`config.mk`:
```
export PLATFORM = sky130hd
export DESIGN_NAME = link_reconnect_backoff_supervisor
export DESIGN_NICKNAME = d
export VERILOG_FILES = /design/src/design/lrbs_pkg.sv /design/src/design/lrbs_backoff.sv /design/src/design/lrbs_core.sv /design/src/design/link_reconnect_backoff_supervisor.sv
export VERILOG_INCLUDE_DIRS = /design/src /design/src/design
export SDC_FILE = /design/constraint.sdc
export NUM_CORES = 1
export LEC_CHECK = 0
export BUFFER_PORTS_ARGS = -buffer_cell sky130_fd_sc_hd__buf_2
export CAP_MARGIN = 30
export CORE_MARGIN = 2
export CORE_UTILIZATION = 65
export CTS_BUF_LIST = sky130_fd_sc_hd__clkbuf_16
export CTS_CLUSTER_DIAMETER = 40
export DETAILED_ROUTE_END_ITERATION = 16
export PLACE_DENSITY = 0.85
export SLEW_MARGIN = 20
export SYNTH_ARGS = -nofsm -noshare
export SYNTH_HDL_FRONTEND = slang
export SYNTH_SLANG_ARGS = --single-unit
export TNS_END_PERCENT = 5
```
`constraint.sdc`:
```
create_clock -name clk -period 45.5 [get_ports clk]
set_input_delay 9.1 -clock clk [delete_from_list [all_inputs] [get_ports clk]]
set_output_delay 9.1 -clock clk [all_outputs]
set_load 0.02 [all_outputs]
```
`src/design/link_reconnect_backoff_supervisor_macros.svh`:
```
// assertion macros used by lrbs_core of the link reconnect supervisor
// expects signals clk and rst_n in the including module
`ifndef LINK_RECONNECT_BACKOFF_SUPERVISOR_MACROS_SVH
`define LINK_RECONNECT_BACKOFF_SUPERVISOR_MACROS_SVH

// same-cycle implication, checked outside reset
`define LRBS_ASSERT_IMPL(lbl, ante, cons) \
  lbl: assert property (@(posedge clk) disable iff (!rst_n) (ante) |-> (cons)) \
    else $error("lrbs assertion failed");

// next-cycle implication, checked outside reset
`define LRBS_ASSERT_NEXT(lbl, ante, cons) \
  lbl: assert property (@(posedge clk) disable iff (!rst_n) (ante) |=> (cons)) \
    else $error("lrbs assertion failed");

`endif

```
`src/design/lrbs_pkg.sv`:
```
// types, constants and helpers for the link reconnect supervisor
// no dependencies
package lrbs_pkg;

  localparam int unsigned BACKOFF_CAP_MS_DEF = 60000;

  localparam int unsigned NOW_W  = 32;
  localparam int unsigned ATT_W  = 16;
  localparam int unsigned BO_W   = 16;
  localparam int unsigned BASE_W = 15;
  localparam int unsigned JIT_W  = 17;

  localparam logic [BASE_W-1:0] BASE_MIN   = 15'd100;
  localparam logic [BASE_W-1:0] BASE_MAX   = 15'd30000;
  localparam logic [BASE_W-1:0] BASE_RESET = 15'd1000;
  localparam logic [3:0]        MAX_DOUBLINGS = 4'd8;

  // reported link status codes
  localparam logic [1:0] LS_DISC = 2'd0;
  localparam logic [1:0] LS_CONN = 2'd1;
  localparam logic [1:0] LS_DEGR = 2'd2;

  typedef enum logic [2:0] {
    LM_DISC = 3'b001,
    LM_CONN = 3'b010,
    LM_DEGR = 3'b100
  } link_mode_t;

  typedef struct packed {
    logic             mode;
    logic [NOW_W-1:0] now_ms;
    logic             link_up;
    logic             probe_ok;
    logic             send_ok;
    logic             link_up_after_send;
    logic [JIT_W-1:0] jitter_q16;
  } req_t;

  typedef struct packed {
    logic [1:0]       link_state;
    logic             probe_started;
    logic             frame_delivered;
    logic [ATT_W-1:0] attempts;
    logic [BO_W-1:0]  backoff_out_ms;
    logic [NOW_W-1:0] retry_at_ms;
    logic             retry_armed;
  } rsp_t;

  function automatic logic [1:0] link_code(link_mode_t m);
    logic [1:0] c;
    unique case (m)
      LM_DISC: c = LS_DISC;
      LM_CONN: c = LS_CONN;
      LM_DEGR: c = LS_DEGR;
      default: c = LS_DISC;
    endcase
    return c;
  endfunction

endpackage

```
`src/design/lrbs_backoff.sv`:
```
// backoff computation: doubled base, clamp, jitter scale, round, clamp
// depends on lrbs_pkg
module lrbs_backoff #(
  parameter int unsigned BACKOFF_CAP_MS = lrbs_pkg::BACKOFF_CAP_MS_DEF
) (
  input  logic [lrbs_pkg::BASE_W-1:0] base_ms,
  input  logic [lrbs_pkg::ATT_W-1:0]  attempts,
  input  logic [lrbs_pkg::JIT_W-1:0]  jitter_q16,
  output logic [lrbs_pkg::BO_W-1:0]   backoff_ms
);
  import lrbs_pkg::*;

  localparam int unsigned SH_W = BASE_W + 8;
  localparam logic [SH_W-1:0] CAP_SH  = SH_W'(BACKOFF_CAP_MS);
  localparam logic [BO_W-1:0] CAP_BO  = BO_W'(BACKOFF_CAP_MS);
  localparam logic [BO_W+1:0] CAP_SC  = (BO_W+2)'(BACKOFF_CAP_MS);

  logic [3:0]              shamt;
  logic [SH_W-1:0]         shifted;
  logic [BO_W-1:0]         clamp1;
  logic [BO_W-1:0]         base_w;
  logic [BO_W+JIT_W-1:0]   prod;
  logic [BO_W+JIT_W:0]     rounded;
  logic [BO_W+1:0]         scaled;

  assign base_w = {1'b0, base_ms};

  always_comb begin
    if (attempts == '0) begin
      shamt = 4'd0;
    end else if (attempts > ATT_W'(MAX_DOUBLINGS)) begin
      shamt = MAX_DOUBLINGS;
    end else begin
      shamt = attempts[3:0] - 4'd1;
    end
  end

  assign shifted = {8'b0, base_ms} << shamt;

  always_comb begin
    clamp1 = (shifted > CAP_SH) ? CAP_BO : shifted[BO_W-1:0];
    if (clamp1 < base_w) begin
      clamp1 = base_w;
    end
  end

  // q1.16 scale with round half up
  assign prod    = clamp1 * jitter_q16;
  assign rounded = {1'b0, prod} + (BO_W+JIT_W+1)'(32768);
  assign scaled  = rounded[BO_W+JIT_W:16];

  always_comb begin
    backoff_ms = (scaled > CAP_SC) ? CAP_BO : scaled[BO_W-1:0];
    if (backoff_ms < base_w) begin
      backoff_ms = base_w;
    end
  end

endmodule

```
`src/design/lrbs_core.sv`:
```
// supervisor state, base register and per-request next-state logic
// depends on lrbs_pkg, lrbs_backoff and the assertion macro header
`include "link_reconnect_backoff_supervisor_macros.svh"
module lrbs_core #(
  parameter int unsigned BACKOFF_CAP_MS = lrbs_pkg::BACKOFF_CAP_MS_DEF
) (
  input  logic                        clk,
  input  logic                        rst_n,
  input  logic                        cfg_wr_en,
  input  logic [lrbs_pkg::BASE_W-1:0] cfg_wr_data,
  input  logic                        step,
  input  lrbs_pkg::req_t              req,
  output lrbs_pkg::rsp_t              rsp
);
  import lrbs_pkg::*;

  logic [BASE_W-1:0] base_r, base_nxt;
  link_mode_t        mode_r, mode_nxt;
  logic [ATT_W-1:0]  att_r, att_nxt;
  logic [BO_W-1:0]   bo_r, bo_nxt;
  logic [NOW_W-1:0]  dl_r, dl_nxt;
  logic              dv_r, dv_nxt;

  logic [NOW_W-1:0] diff;
  logic             due;
  logic [ATT_W-1:0] att_inc;
  logic [BO_W-1:0]  bo_new;
  logic             probed;
  logic             delivered;

  // base register, clamped on write
  always_comb begin
    base_nxt = base_r;
    if (cfg_wr_en) begin
      if (cfg_wr_data < BASE_MIN) begin
        base_nxt = BASE_MIN;
      end else if (cfg_wr_data > BASE_MAX) begin
        base_nxt = BASE_MAX;
      end else begin
        base_nxt = cfg_wr_data;
      end
    end
  end

  // wrap-aware deadline check
  assign diff    = req.now_ms - dl_r;
  assign due     = !dv_r || !diff[NOW_W-1];
  assign att_inc = (att_r == '1) ? att_r : att_r + ATT_W'(1);

  lrbs_backoff #(
    .BACKOFF_CAP_MS(BACKOFF_CAP_MS)
  ) u_backoff (
    .base_ms   (base_r),
    .attempts  (att_inc),
    .jitter_q16(req.jitter_q16),
    .backoff_ms(bo_new)
  );

  always_comb begin
    mode_nxt  = mode_r;
    att_nxt   = att_r;
    bo_nxt    = bo_r;
    dl_nxt    = dl_r;
    dv_nxt    = dv_r;
    probed    = 1'b0;
    delivered = 1'b0;
    if (req.mode) begin
      mode_nxt = LM_DISC;
      att_nxt  = '0;
      bo_nxt   = '0;
      dl_nxt   = '0;
      dv_nxt   = 1'b0;
    end else if (!req.link_up) begin
      if (due) begin
        probed = 1'b1;
        if (req.probe_ok) begin
          mode_nxt = LM_CONN;
          att_nxt  = '0;
          bo_nxt   = '0;
          dl_nxt   = '0;
          dv_nxt   = 1'b0;
        end else begin
          mode_nxt = LM_DISC;
          att_nxt  = att_inc;
          bo_nxt   = bo_new;
          dl_nxt   = req.now_ms + NOW_W'(bo_new);
          dv_nxt   = 1'b1;
        end
      end
    end else if (req.send_ok) begin
      delivered = 1'b1;
      mode_nxt  = LM_CONN;
      att_nxt   = '0;
      bo_nxt    = '0;
      dl_nxt    = '0;
      dv_nxt    = 1'b0;
    end else begin
      mode_nxt = LM_DEGR;
      if (!req.link_up_after_send && due) begin
        att_nxt = att_inc;
        bo_nxt  = bo_new;
        dl_nxt  = req.now_ms + NOW_W'(bo_new);
        dv_nxt  = 1'b1;
      end
    end
  end

  always_comb begin
    rsp.link_state      = link_code(mode_nxt);
    rsp.probe_started   = probed;
    rsp.frame_delivered = delivered;
    rsp.attempts        = att_nxt;
    rsp.backoff_out_ms  = bo_nxt;
    rsp.retry_at_ms     = dl_nxt;
    rsp.retry_armed     = dv_nxt;
  end

  always_ff @(posedge clk) begin
    if (!rst_n) begin
      base_r <= BASE_RESET;
      mode_r <= LM_DISC;
      att_r  <= '0;
      bo_r   <= '0;
      dl_r   <= '0;
      dv_r   <= 1'b0;
    end else begin
      base_r <= base_nxt;
      if (step) begin
        mode_r <= mode_nxt;
        att_r  <= att_nxt;
        bo_r   <= bo_nxt;
        dl_r   <= dl_nxt;
        dv_r   <= dv_nxt;
      end
    end
  end

  `LRBS_ASSERT_IMPL(a_armed_iff_attempts, 1'b1, (att_r != '0) == dv_r)
  `LRBS_ASSERT_IMPL(a_disarmed_zero_deadline, !dv_r, dl_r == '0 && bo_r == '0)
  `LRBS_ASSERT_IMPL(a_connected_not_armed, mode_r == LM_CONN, !dv_r)
  `LRBS_ASSERT_NEXT(a_reset_event_clears, step && req.mode,
                    mode_r == LM_DISC && att_r == '0 && !dv_r)

endmodule

```
`src/design/link_reconnect_backoff_supervisor.sv`:
```
// top level of the link reconnect supervisor: request register, core, result register
// depends on lrbs_pkg and lrbs_core
//
//   channel   direction  handshake              payload
//   in_*      input      in_valid / in_ready    mode, now, link status, outcomes, jitter
//   out_*     output     out_valid / out_ready  link state, flags, attempts, backoff, deadline
//   cfg_*     input      cfg_wr_en              base delay (15 bits), no read-back
//
// one request per cycle sustained while out_ready holds; each request waits in the request
// register until the result register is free, and its result is then captured there
// rst_n is synchronous, active low; clears supervisor state and sets base to 1000 ms
// when the result register is held, the request register still takes one request;
// in_ready then drops until out_ready frees the result register
module link_reconnect_backoff_supervisor #(
  parameter int unsigned BACKOFF_CAP_MS = lrbs_pkg::BACKOFF_CAP_MS_DEF
) (
  input  logic                         clk,
  input  logic                         rst_n,
  // request channel
  input  logic                         in_valid,
  output logic                         in_ready,
  input  logic                         in_mode,
  input  logic [lrbs_pkg::NOW_W-1:0]   in_now_ms,
  input  logic                         in_link_up,
  input  logic                         in_probe_ok,
  input  logic                         in_send_ok,
  input  logic                         in_link_up_after_send,
  input  logic [lrbs_pkg::JIT_W-1:0]   in_jitter_q16,
  // result channel
  output logic                         out_valid,
  input  logic                         out_ready,
  output logic [1:0]                   out_link_state,
  output logic                         out_probe_started,
  output logic                         out_frame_delivered,
  output logic [lrbs_pkg::ATT_W-1:0]   out_attempts,
  output logic [lrbs_pkg::BO_W-1:0]    out_backoff_out_ms,
  output logic [lrbs_pkg::NOW_W-1:0]   out_retry_at_ms,
  output logic                         out_retry_armed,
  // configuration
  input  logic                         cfg_wr_en,
  input  logic [lrbs_pkg::BASE_W-1:0]  cfg_wr_data
);
  import lrbs_pkg::*;

  // request register stage
  logic s1_valid_r, s1_valid_nxt;
  req_t s1_req_r;
  req_t in_req;

  // result register stage
  logic out_valid_r, out_valid_nxt;
  rsp_t out_rsp_r;
  rsp_t core_rsp;

  logic in_fire;
  logic adv;   // request register moves into the result register

  assign adv      = s1_valid_r && (!out_valid_r || out_ready);
  assign in_ready = !s1_valid_r || adv;
  assign in_fire  = in_valid && in_ready;

  always_comb begin
    in_req.mode               = in_mode;
    in_req.now_ms             = in_now_ms;
    in_req.link_up            = in_link_up;
    in_req.probe_ok           = in_probe_ok;
    in_req.send_ok            = in_send_ok;
    in_req.link_up_after_send = in_link_up_after_send;
    in_req.jitter_q16         = in_jitter_q16;
  end

  always_comb begin
    if (in_fire) begin
      s1_valid_nxt = 1'b1;
    end else if (adv) begin
      s1_valid_nxt = 1'b0;
    end else begin
      s1_valid_nxt = s1_valid_r;
    end
  end

  always_comb begin
    if (adv) begin
      out_valid_nxt = 1'b1;
    end else if (out_ready) begin
      out_valid_nxt = 1'b0;
    end else begin
      out_valid_nxt = out_valid_r;
    end
  end

  // state update happens on the cycle the request leaves the request register
  lrbs_core #(
    .BACKOFF_CAP_MS(BACKOFF_CAP_MS)
  ) u_core (
    .clk        (clk),
    .rst_n      (rst_n),
    .cfg_wr_en  (cfg_wr_en),
    .cfg_wr_data(cfg_wr_data),
    .step       (adv),
    .req        (s1_req_r),
    .rsp        (core_rsp)
  );

  always_ff @(posedge clk) begin
    if (!rst_n) begin
      s1_valid_r  <= 1'b0;
      out_valid_r <= 1'b0;
    end else begin
      s1_valid_r  <= s1_valid_nxt;
      out_valid_r <= out_valid_nxt;
    end
  end

  // payload registers, no reset
  always_ff @(posedge clk) begin
    if (in_fire) begin
      s1_req_r <= in_req;
    end
    if (adv) begin
      out_rsp_r <= core_rsp;
    end
  end

  assign out_valid           = out_valid_r;
  assign out_link_state      = out_rsp_r.link_state;
  assign out_probe_started   = out_rsp_r.probe_started;
  assign out_frame_delivered = out_rsp_r.frame_delivered;
  assign out_attempts        = out_rsp_r.attempts;
  assign out_backoff_out_ms  = out_rsp_r.backoff_out_ms;
  assign out_retry_at_ms     = out_rsp_r.retry_at_ms;
  assign out_retry_armed     = out_rsp_r.retry_armed;

endmodule

```
==> results.sh <==
export IMPL_seq_area_frac_synth=0.239
export IMPL_gp_routability_congestion=0.963
export IMPL_global_route_usage_over_all_layers=0.368
export IMPL_cap_viol_max_count=0
export IMPL_cts_sinks=208
export IMPL_cp_data_required_time_ns=45.78
export IMPL_setup_tns_ns=0
export IMPL_num_fill_cells=2524
export IMPL_hold_path_class="reg2reg"
export IMPL_width_of_the_die_um=190
export IMPL_fraction_of_layout_cells_with_a_size_suffix_above_1=0.110
export IMPL_post_cts_buffers=0
export IMPL_multi_input_area_um2=15400
export IMPL_clock_skew_final_ns=0.0577
export IMPL_hold_buffers=0
export IMPL_clock_root_buffer="sky130_fd_sc_hd__clkbuf_16"
export IMPL_synth_cell_type_count=103
export IMPL_clock_latency_ns=0.57
export IMPL_synth_cells=2570
export IMPL_core_area_um2=34400
export IMPL_cts_reportedPaths_clkPinSlew_ns=0.06
export IMPL_layout_area_overhead_vs_synth_pct=9.95
export IMPL_tritoncts_num_buffers=36
export IMPL_setup_worst_path_start_class="flop"
export IMPL_worstPathMaxFanout=20
export IMPL_largest_net_degree_at_the_start_of_global_routing=77
export IMPL_ys_top_cells_by_area="sky130_fd_sc_hd__fa_1 (19%), sky130_fd_sc_hd__edfxtp_1 (16%), sky130_fd_sc_hd__ha_1 (11%)"
export IMPL_final_core_utilization=0.722
export IMPL_synthDominantCellAreaShare=0.185
export IMPL_max_clock_freq_mhz=44.9
export IMPL_final_min_period_over_clock_period=0.490
export IMPL_syn_area_per_cell_um2=8.78
export IMPL_worst_setup_path_end_kind="flop"
export IMPL_edff_count_synth=123
export IMPL_synth_warnings=0
export IMPL_final_common_cell="sky130_fd_sc_hd__inv_1"
export IMPL_register_area_um2=5400
export IMPL_vias=19900
export IMPL_count_of_placed_standard_cells_in_the_final_layout_fillers_left_out=3137
export IMPL_status="completed"
export IMPL_criticalPathCategory="reg2reg"
export IMPL_setup_viol=0
export IMPL_mappedNetlistArea_um2=22600
export IMPL_numPlacedInstances=3067
export IMPL_tightest_slew_ns=1.02
export IMPL_worstHoldStart="u_core.bo_r[10]"
export IMPL_holdWs_ns=0.455
export IMPL_detailedPlacementHpwl_um=49200
export IMPL_avgRoutedWirePerCell_um=21.1
export IMPL_die_height_um=190
export IMPL_most_frequent_cells_in_the_layout="sky130_fd_sc_hd__inv_1 (334), sky130_fd_sc_hd__nand2_1 (325), sky130_fd_sc_hd__fa_1 (209)"
export IMPL_slew_headroom=0.319
export IMPL_crit_start="u_core.att_r[0]"
export IMPL_clock_tree_buf_depth=3
export IMPL_route_detailed_drc=0
export IMPL_dieArea_um2=36200
export IMPL_critical_path_arrival_ns=22.57
export IMPL_route_antenna_remaining_nets=0
export IMPL_cp_slowest_stage_delay_ns=0.62
export IMPL_htreeDepth=2
export IMPL_synth_seq_cells=208
export IMPL_route_detailed_vias_per_inst=6.33
export IMPL_synth_async_reset_ratio=0
export IMPL_buffer_ports_inserted=144
export IMPL_grt_first_pass_wirelength_um=105000
export IMPL_nNetsFinal=3136
export IMPL_drt_iter0_markers=1951
export IMPL_crit_path_time_final_ns=22.28
export IMPL_timing_hold_violations_final=0
export IMPL_drt_total_wl_um=66300
export IMPL_io_pin_count=145
export IMPL_synthFlopType="sky130_fd_sc_hd__edfxtp_1"
export IMPL_initial_utilization=0.657
export IMPL_cts_tree="done"
export IMPL_syn_num_nets=3053
export IMPL_first_pass_iters=5
export IMPL_via_count_of_the_first_global_routing_pass=19800
export IMPL_grt_antenna_before_repair=2
export IMPL_cts_resized=0
export IMPL_fp_row_count=68
export IMPL_yosys_area_top_type="sky130_fd_sc_hd__fa_1"
export IMPL_slowest_stage="sky130_fd_sc_hd__a21boi_4"
export IMPL_grt_ovfl_total=0
export IMPL_rsz0062_at_grt="false"
export IMPL_r2r_start="u_core.att_r[0]"
export IMPL_report_final_slew_viol_count=0
## path summary, 6_finish.rpt
check | to | slack (ns) | depth (start not counted)
worst max-delay path | out_retry_at_ms[26] | 23.22 | 81
worst min register to register | u_core.bo_r[10] | 0.45 | 2
worst max register to register | out_retry_at_ms[26] | 23.22 | 81
worst min-delay path | u_core.bo_r[10] | 0.45 | 2
## state kept, by name, indices dropped and copies added (netlist names)
name and flops:
u_core.mode_r 3, out_backoff_out_ms 16, out_retry_armed 1, u_core.dl_r 32
u_core.bo_r 16, out_probe_started 1, out_valid 1, out_link_state 2
u_core.base_r 15, u_core.att_r 16, out_attempts 16, out_retry_at_ms 32
u_core.dv_r 1, s1_valid_r 1, out_frame_delivered 1, s1_req_r 54
## cells in the mapped netlist, types with 34 or more instances
cell,number
sky130_fd_sc_hd__inv_1,332
sky130_fd_sc_hd__nand2_1,325
sky130_fd_sc_hd__fa_1,209
sky130_fd_sc_hd__ha_1,200
sky130_fd_sc_hd__nor2_1,137
sky130_fd_sc_hd__a21oi_1,130
sky130_fd_sc_hd__o21ai_0,130
sky130_fd_sc_hd__edfxtp_1,123
sky130_fd_sc_hd__and2_1,117
sky130_fd_sc_hd__clkbuf_1,97
sky130_fd_sc_hd__dfxtp_1,85
sky130_fd_sc_hd__a21o_1,50
sky130_fd_sc_hd__nand2b_1,38
sky130_fd_sc_hd__nor3_1,37
sky130_fd_sc_hd__nor2b_1,35
sky130_fd_sc_hd__nand3_1,34
sky130_fd_sc_hd__o21ai_1,34
## layer usage
| metal | up-vias | track usage | part of all wire |
|---|---|---|---|
| li1 | 8880 | - | - |
| met1 | 9671 | 0.500 | 0.39 |
| met2 | 1092 | 0.587 | 0.47 |
| met3 | 219 | 0.0578 | 0.094 |
| met4 | 2 | 0.161 | 0.043 |
| met5 | - | 0 | 0.00020 |
## layout make-up
cell class / instances / share of cell area
diodes: 1 / 0.000101
inverters: 336 / 0.0509
flip-flops and latches: 208 / 0.217
clock buffers: 36 / 0.0363
repair buffers: 170 / 0.0372
well taps: 455 / 0.0229
multi-input cells: 1901 / 0.621
clock inverters: 30 / 0.0141
## critical path, delay by kind of cell (launching register included)
family,cells,cell delay (ns)
buf+inv,8,1.17
flops,1,0.60
fa+ha+maj,13,5.70
compound gates,31,7.96
xor+xnor,2,0.41
mux,2,0.78
simple gates,25,5.38
## stage by stage
| stage | setup WS (ns) | instance area, um2 |
|---|---|---|
| 3_3_place_gp | 23.63 | 23500 |
| 3_5_place_dp | 22.88 | 23500 |
| 5_1_grt | 21.88 | 24800 |
| 6_report | 23.22 | 24800 |
| 2_1_floorplan | 25.99 | 22600 |
| 4_1_cts | 22.87 | 24800 |
## cells by family after synthesis
logic type,Yosys count,share of synthesized area
fa+ha+maj,409,0.296
xor+xnor,48,0.0195
compound gates,545,0.159
simple gates,864,0.191
flops,208,0.239
buf+inv,461,0.0793
mux,35,0.0159
Power is left out: the tool's default activity adds up to more than one toggle a clock period on the data nets, which glitch-free logic cannot reach.
